--- config.mk ---
export PLATFORM = sky130hd
export DESIGN_NAME = gscc_line_step
export DESIGN_NICKNAME = d
export VERILOG_FILES = /design/src/rtl/gscc_pkg.sv /design/src/rtl/gscc_line_step.sv
export SDC_FILE = /design/constraint.sdc
export NUM_CORES = 1
export LEC_CHECK = 0
export ABC_AREA = 1
export BUFFER_PORTS_ARGS = -buffer_cell sky130_fd_sc_hd__buf_2
export CAP_MARGIN = 20
export CORE_MARGIN = 2
export CORE_UTILIZATION = 45
export DETAILED_ROUTE_END_ITERATION = 8
export HOLD_SLACK_MARGIN = 0.03
export PLACE_DENSITY = 0.63
export SYNTH_ARGS = -nofsm -noshare
export SYNTH_HDL_FRONTEND = slang
export SYNTH_SLANG_ARGS = --single-unit
--- constraint.sdc ---
create_clock -name clk -period 4.3 [get_ports clk]
set_input_delay 0.86 -clock clk [delete_from_list [all_inputs] [get_ports clk]]
set_output_delay 0.86 -clock clk [all_outputs]
set_load 0.01 [all_outputs]
--- src/rtl/gscc_pkg.sv ---
// ----------------------------------------------------------------------------
// gscc_pkg
// Shared types and constants for the grid segment collision check.
// ----------------------------------------------------------------------------
`default_nettype none

package gscc_pkg;

  localparam int COORD_W     = 9;
  localparam int GRID_SIDE   = 1 << COORD_W;
  localparam int SIDE_W      = COORD_W + 1;
  localparam int AREA_RADIUS = 2;
  localparam int AREA_SPAN   = 2 * AREA_RADIUS + 1;
  localparam int SPAN_W      = $clog2(AREA_SPAN);
  localparam int REM_W       = COORD_W + 3;

  localparam logic [SIDE_W-1:0] MAP_SIZE_RESET = SIDE_W'(GRID_SIDE);

  localparam logic [1:0] KIND_WRITE   = 2'd0;
  localparam logic [1:0] KIND_SEGMENT = 2'd1;
  localparam logic [1:0] KIND_AREA    = 2'd2;

  localparam logic QK_SEGMENT = 1'b0;
  localparam logic QK_AREA    = 1'b1;

  typedef struct packed {
    logic [1:0]         kind;
    logic [COORD_W-1:0] start_x;
    logic [COORD_W-1:0] start_y;
    logic [COORD_W-1:0] end_x;
    logic [COORD_W-1:0] end_y;
    logic               cell_blocked;
  } in_word_t;

  typedef struct packed {
    logic path_clear;
    logic query_kind;
  } out_word_t;

  typedef struct packed {
    logic [COORD_W-1:0] x;
    logic [COORD_W-1:0] y;
    logic               last;
  } step_pos_t;

endpackage

`default_nettype wire

--- src/rtl/gscc_line_step.sv ---
// ----------------------------------------------------------------------------
// gscc_line_step
// Exact segment stepper: one rounded sample point per advance.
// ----------------------------------------------------------------------------
`default_nettype none

module gscc_line_step (
  input  wire logic                         clk,
  input  wire logic                         load,
  input  wire logic                         advance,
  input  wire logic [gscc_pkg::COORD_W-1:0] start_x,
  input  wire logic [gscc_pkg::COORD_W-1:0] start_y,
  input  wire logic [gscc_pkg::COORD_W-1:0] end_x,
  input  wire logic [gscc_pkg::COORD_W-1:0] end_y,
  output gscc_pkg::step_pos_t               pos
);
  import gscc_pkg::*;

  logic signed [SIDE_W-1:0] dx, dy;
  logic        [SIDE_W-1:0] ax, ay;
  logic        [COORD_W-1:0] n_ld;

  logic        [COORD_W-1:0] x_r, y_r, n_r, k_r;
  logic signed [REM_W-1:0]   rx_r, ry_r, two_dx_r, two_dy_r, two_n_r;

  logic        [COORD_W-1:0] x_nxt, y_nxt;
  logic signed [REM_W-1:0]   rx_nxt, ry_nxt, rx_sum, ry_sum;

  always_comb begin
    dx   = $signed({1'b0, end_x}) - $signed({1'b0, start_x});
    dy   = $signed({1'b0, end_y}) - $signed({1'b0, start_y});
    ax   = dx[SIDE_W-1] ? SIDE_W'(-dx) : SIDE_W'(dx);
    ay   = dy[SIDE_W-1] ? SIDE_W'(-dy) : SIDE_W'(dy);
    n_ld = (ax > ay) ? ax[COORD_W-1:0] : ay[COORD_W-1:0];
  end

  always_comb begin
    rx_sum = rx_r + two_dx_r;
    ry_sum = ry_r + two_dy_r;
    x_nxt  = x_r;
    y_nxt  = y_r;
    rx_nxt = rx_sum;
    ry_nxt = ry_sum;
    if (!two_dx_r[REM_W-1] && (rx_sum >= two_n_r)) begin
      rx_nxt = rx_sum - two_n_r;
      x_nxt  = x_r + 1'b1;
    end else if (two_dx_r[REM_W-1] && rx_sum[REM_W-1]) begin
      rx_nxt = rx_sum + two_n_r;
      x_nxt  = x_r - 1'b1;
    end
    if (!two_dy_r[REM_W-1] && (ry_sum >= two_n_r)) begin
      ry_nxt = ry_sum - two_n_r;
      y_nxt  = y_r + 1'b1;
    end else if (two_dy_r[REM_W-1] && ry_sum[REM_W-1]) begin
      ry_nxt = ry_sum + two_n_r;
      y_nxt  = y_r - 1'b1;
    end
  end

  always_ff @(posedge clk) begin
    if (load) begin
      x_r      <= start_x;
      y_r      <= start_y;
      n_r      <= n_ld;
      k_r      <= '0;
      rx_r     <= $signed(REM_W'(n_ld));
      ry_r     <= $signed(REM_W'(n_ld));
      two_dx_r <= $signed({{(REM_W-SIDE_W-1){dx[SIDE_W-1]}}, dx, 1'b0});
      two_dy_r <= $signed({{(REM_W-SIDE_W-1){dy[SIDE_W-1]}}, dy, 1'b0});
      two_n_r  <= $signed({{(REM_W-COORD_W-1){1'b0}}, n_ld, 1'b0});
    end else if (advance) begin
      x_r  <= x_nxt;
      y_r  <= y_nxt;
      rx_r <= rx_nxt;
      ry_r <= ry_nxt;
      k_r  <= k_r + 1'b1;
    end
  end

  assign pos.x    = x_r;
  assign pos.y    = y_r;
  assign pos.last = (k_r == n_r);

endmodule

`default_nettype wire

=== Word-level counts from Yosys, hierarchy flattened ===
Index checks and enable logic that the tools add are counted.

* Register bits: 80
* Input bits: 39
* Output and inout bits: 19
* Word-level logic and storage cells: 59

* Add/subtract/negate cells: 15
* $lt $le $gt $ge: 3
* Eq/ne operators: 1
* Multiplexer cells: 19
* Reduce and logical (&&, ||, !) cells: 11

{| class="wikitable"
|+ Operators with widths
! cell !! count
|-
| $mux W9 || 13
|-
| $add A12 B11 Y12 || 4
|-
| $mux W12 || 4
|-
| $add A9 B1 Y9 const B || 3
|-
| $ge A12 B11 Y1 || 2
|-
| $sub A12 B11 Y12 || 2
|-
| $mux W10 || 2
|-
| $neg A10 Y10 || 2
|-
| $sub A9 B9 Y10 || 2
|-
| $sub A9 B1 Y9 const B || 2
|-
| $gt A10 B10 Y1 || 1
|-
| $eq A9 B9 Y1 || 1
|-
| $reduce_bool A3 Y1 || 2
|-
| $logic_and A1 B1 Y1 || 4
|-
| $reduce_and A2 Y1 || 2
|-
| $logic_not A1 Y1 || 2
|-
| $reduce_bool A2 Y1 || 1
|}

=== Longest topological paths before layout ===
* Depth after elaboration: 6
* Gate-level depth with buffers: 31
* Mapped depth without buffers: 29

=== Least setup slack after synthesis ===
Ideal clock, no wire load.

* Kind: flip-flop to flip-flop
* Start point: reg ry_r[1]
* End point: reg y_r[7], data pin
* Library setup time: 0.263 ns
* Data arrival time: 4.057 ns
* Data required time: 4.037 ns
* Slack: -0.019 ns
* Cell stages (with the launch flop): 27
* Path buffers: 2
* Period minus slack after synthesis: 4.319 ns
* Path through: edfxtp_1 ha_1 fa_1 a31oi_1 o21ai_0 xor2_1 ha_1 buf_4 inv_2 o21bai_1 a21boi_2 nand3_2 nor2_2 nand3_2 nand2_4 buf_12 ha_1 a21oi_1 nand2_1 nand2_1 nand2_1 a21oi_1 nor2_1 o21ai_0 nand3_1 nand3_1 o21ai_0

* Word-level cells in the longest chain between the ends: 6

{| class="wikitable"
|+ RTL lines
! item !! RTL line !! RTL
|-
| from (decl) || gscc_line_step.sv:24 || <nowiki>logic signed [REM_W-1:0] rx_r, ry_r, two_dx_r, two_dy_r, two_n_r;</nowiki>
|-
| from (signal assigned) || gscc_line_step.sv:67 || <nowiki>ry_r <= $signed(REM_W'(n_ld));</nowiki>
|-
| from (signal assigned) || gscc_line_step.sv:75 || <nowiki>ry_r <= ry_nxt;</nowiki>
|-
| $add A12 B11 Y12 || gscc_line_step.sv:39 || <nowiki>ry_sum = ry_r + two_dy_r;</nowiki>
|-
| $ge A12 B11 Y1 || gscc_line_step.sv:51 || <nowiki>if (!two_dy_r[REM_W-1] && (ry_sum >= two_n_r)) begin</nowiki>
|-
| $logic_and A1 B1 Y1 || gscc_line_step.sv:51 ||
|-
| $mux W9 || gscc_line_step.sv:51 ||
|-
| $mux W9 || gscc_line_step.sv:71 || <nowiki>end else if (advance) begin</nowiki>
|-
| $mux W9 || gscc_line_step.sv:61 || <nowiki>if (load) begin</nowiki>
|-
| to (signal assigned) || gscc_line_step.sv:63 || <nowiki>y_r <= start_y;</nowiki>
|-
| to (signal assigned) || gscc_line_step.sv:73 || <nowiki>y_r <= y_nxt;</nowiki>
|-
| to (decl) || gscc_line_step.sv:23 || <nowiki>logic [COORD_W-1:0] x_r, y_r, n_r, k_r;</nowiki>
|}

Every way passes these cells. The select of a mux whose other input is x is not followed.
A chain may end at the register's enable or synchronous reset.

=== Worst setup path in the final report ===
* Start point: reg two_dx_r[3]
* End point: reg x_r[7], data pin

* Word-level cells in the longest chain between the ends: 6

{| class="wikitable"
|+ RTL lines
! item !! RTL line !! RTL
|-
| from (decl) || gscc_line_step.sv:24 ||
|-
| from (signal assigned) || gscc_line_step.sv:68 || <nowiki>two_dx_r <= $signed({{(REM_W-SIDE_W-1){dx[SIDE_W-1]}}, dx, 1'b0});</nowiki>
|-
| $add A12 B11 Y12 || gscc_line_step.sv:38 || <nowiki>rx_sum = rx_r + two_dx_r;</nowiki>
|-
| $ge A12 B11 Y1 || gscc_line_step.sv:44 || <nowiki>if (!two_dx_r[REM_W-1] && (rx_sum >= two_n_r)) begin</nowiki>
|-
| $logic_and A1 B1 Y1 || gscc_line_step.sv:44 ||
|-
| $mux W9 || gscc_line_step.sv:44 ||
|-
| $mux W9 || gscc_line_step.sv:71 ||
|-
| $mux W9 || gscc_line_step.sv:61 ||
|-
| to (signal assigned) || gscc_line_step.sv:62 || <nowiki>x_r <= start_x;</nowiki>
|-
| to (signal assigned) || gscc_line_step.sv:72 || <nowiki>x_r <= x_nxt;</nowiki>
|-
| to (decl) || gscc_line_step.sv:23 ||
|}

Every way passes these cells. The select of a mux whose other input is x is not followed.

==> impl_results.md <==
* DRT Pass-1 Iters at 5
* Critical Path RT at about 4.4 ns
* WL/cell at 14.79 um
* Worst reg2reg path depth at 23
* Slew @ Worst Pin at roughly 0.75 ns
* Fillcell total at around 1.9k
* Via Count at 8,524
* Layout cells sized above 1 at between 20 and 25%
* Worst-path clk slew at about 0.070 ns
* Top cells by area, synth: edfxtp_1 (22%), nand2_1 (15%), ha_1 (14%)
* Register area share after synthesis at about 25%
* Period minus WS final at about 4.2 ns
* Max FO, Critical Path at 5
* Fmax at 0.2372 GHz
* Area share of the largest cell type after synthesis at a little over a fifth
* Grt ovf at 0
* Layout area overhead at 23.65%
* Die Span Y at approximately 140 um
* Die area at ~21,000 um2
* CP endpoint kind: flip-flop
* Clk buf depth at 2
* Fin crit share at a little over nine tenths
* Pin count of the biggest net entering global routing at 55
* DRC errors left at 0
* Synth unique cells at 51
* Die width at approximately 140 um
* Final ANT Viol Nets at 0
* Synth Instances at 1,243
* Hold Violations, Final at 0
* Rel. slew slack at ~50%
* Port-buffer cells at 57
* Worst Path Arrival at 4.29 ns
* WHS Path Cells at 2
* Global-route wire length before repair at approximately 38,000 um
* Final nets at 1,545
* Commonest non-fill, non-tap cell in the layout: nand2_1
* Standard-cell rows at 51
* Synthesized area at between 8000 and 9000 um2
* Worst Skew at 0.01383 ns
* CTS tree: yes
* Hold Path Class: flip-flop to flip-flop
* Synthesized Nets at 1,393
* Critical path start-end classification: flip-flop to flip-flop
* Most frequent cells in the layout: nand2_1 (336), inv_1 (185), nand3_1 (103), buf_4 (101), ha_1 (83)
* CTS Buf Count at 9
* Unrepaired setup endpoints after global routing: true
* Synth Register Bits at 79
* Vias in the first global route at a little under 8k
* Core footprint at ~19,000 um2
* Post-synth ARST share at 0%
* Top FF cell, synth: edfxtp_1
* Status: complete, no violations
* Most area-hungry cell type in the Yosys netlist: edfxtp_1
* DR vias/cell at 5.120
* Initial antenna violation count at 0
* Setup Viol. Count Final at 0
* GRT Resource Usage Total at 23.53%
* Initial Util at between 40% and 50%
* CTS Sinks at slightly below 80
* Antenna Cells at 0
* Number of flops mapped to enable cells by yosys at 64
* Worst skew pair latency at around 0.34 ns
* Root buffer cell: clkbuf_16
* Yosys Warn Count at 0
* Final Slew Violations at 0
* Max-cap violations at 0
* Top-level I/O count at slightly below 60
* Syn Area/Cell at between 7 and 8 um2
* CP startpoint kind: flip-flop
* Placer Congestion at about 0.91
* Reg2reg setup slack at approximately 0.084 ns
* Drt total wl at approximately 25,000 um
* 1st-iter DRT viols at around 560
* H-tree Lvls at 3
* Hold slack at ~0.46 ns
* Post-DP HPWL at 19,160 um
[Yosys cell counts (all sizes together), types with 2 or more instances]
library cell,count
a21o,2
a21oi,65
a31oi,8
and2,6
buf,15
clkbuf,6
dfxtp,15
edfxtp,64
fa,10
ha,101
inv,203
nand2,363
nand3,123
nand3b,6
nand4,25
nor2,76
nor3,10
nor4,3
o2111ai,2
o211ai,14
o21a,5
o21ai,50
o21bai,7
o22ai,6
or2,3
xnor2,15
xor2,35
[critical path, cell delays in order, from the launching register on]
cell      delay (ns)
edfxtp_1        0.46
ha_4            0.33
nand2_1         0.05
nor2_1          0.20
a21oi_2         0.10
buf_4           0.15
xnor2_2         0.23
ha_1            0.31
nand2_1         0.15
inv_1           0.09
nand3_1         0.14
nand4_4         0.15
o21ai_4         0.35
ha_4            0.27
a21oi_1         0.12
nand2_1         0.09
nand2_2         0.07
nand2_2         0.07
a21oi_4         0.16
nor2_2          0.07
o21ai_1         0.17
nand3_1         0.09
nand3_1         0.07
o21ai_1         0.07
[through the flow]
step           area [um2]  TNS, ns  instances  util [%]  worst slack [ns]
6_report            10900        0       1665     56.36           0.08362
5_1_grt             10900  -0.5928       1665     56.36           -0.1647
3_5_place_dp        10020   -3.029       1640     51.81           -0.2196
2_1_floorplan        8822        0       1243         -           0.04648
3_3_place_gp        10020   -2.153       1640     51.81           -0.1707
4_1_cts             10360        0       1656     53.59          0.007290
[state kept, by name, summed over array words and instances (netlist names)]
signal    cells
rx_r         12
ry_r         11
two_dx_r     10
two_dy_r     10
k_r           9
two_n_r       9
x_r           9
y_r           9
[cell families after synthesis]
| family | Yosys count | synth area share [%] |
|---|---|---|
| buffers and inverters | 225 | 10.31 |
| adder cells (fa/ha/maj) | 111 | 16.61 |
| AND/OR/NAND/NOR | 615 | 31.37 |
| flip-flops | 79 | 25.21 |
| AO/OA/AOI/OAI | 163 | 11.44 |
| XOR/XNOR | 50 | 5.054 |
[layout make-up]
class	count	area [um2]	area share (%)
clock buffer	10	229.0	2.101
timing repair buffer	162	1097	10.07
inverter	204	765.7	7.026
clock inverter	6	92.59	0.8496
tap	265	331.6	3.042
multi-input combinational	939	6160	56.52
sequential	79	2222	20.39
[final timing paths]
path,from,endpoint
min,ry_r[9]$_SDFFE_PP0P_,ry_r[9]$_SDFFE_PP0P_
max,two_dx_r[3]$_DFFE_PP_,x_r[7]$_DFFE_PP_
max reg2reg,two_dx_r[3]$_DFFE_PP_,x_r[7]$_DFFE_PP_
min reg2reg,ry_r[9]$_SDFFE_PP0P_,ry_r[9]$_SDFFE_PP0P_
[layer usage]
metal	vias to the layer above	track usage [%]	routed length (um)
li1	4394	-	-
met3	29	2.999	1207
met2	196	38.90	11390
met1	3905	32.70	11570
met5	-	0	0
met4	0	5.676	467
[timing repair]
| action | in CTS | in global routing |
|---|---|---|
| pin swaps | 2 | 41 |
| endpoints found under the setup margin | 4 | 34 |
| gates resized for setup | 4 | 90 |
| setup buffers | 0 | 8 |
| hold buffers | 0 | 0 |
Power is left out: the tool's default activity adds up to more than one toggle a clock period on the data nets, which glitch-free logic cannot reach.
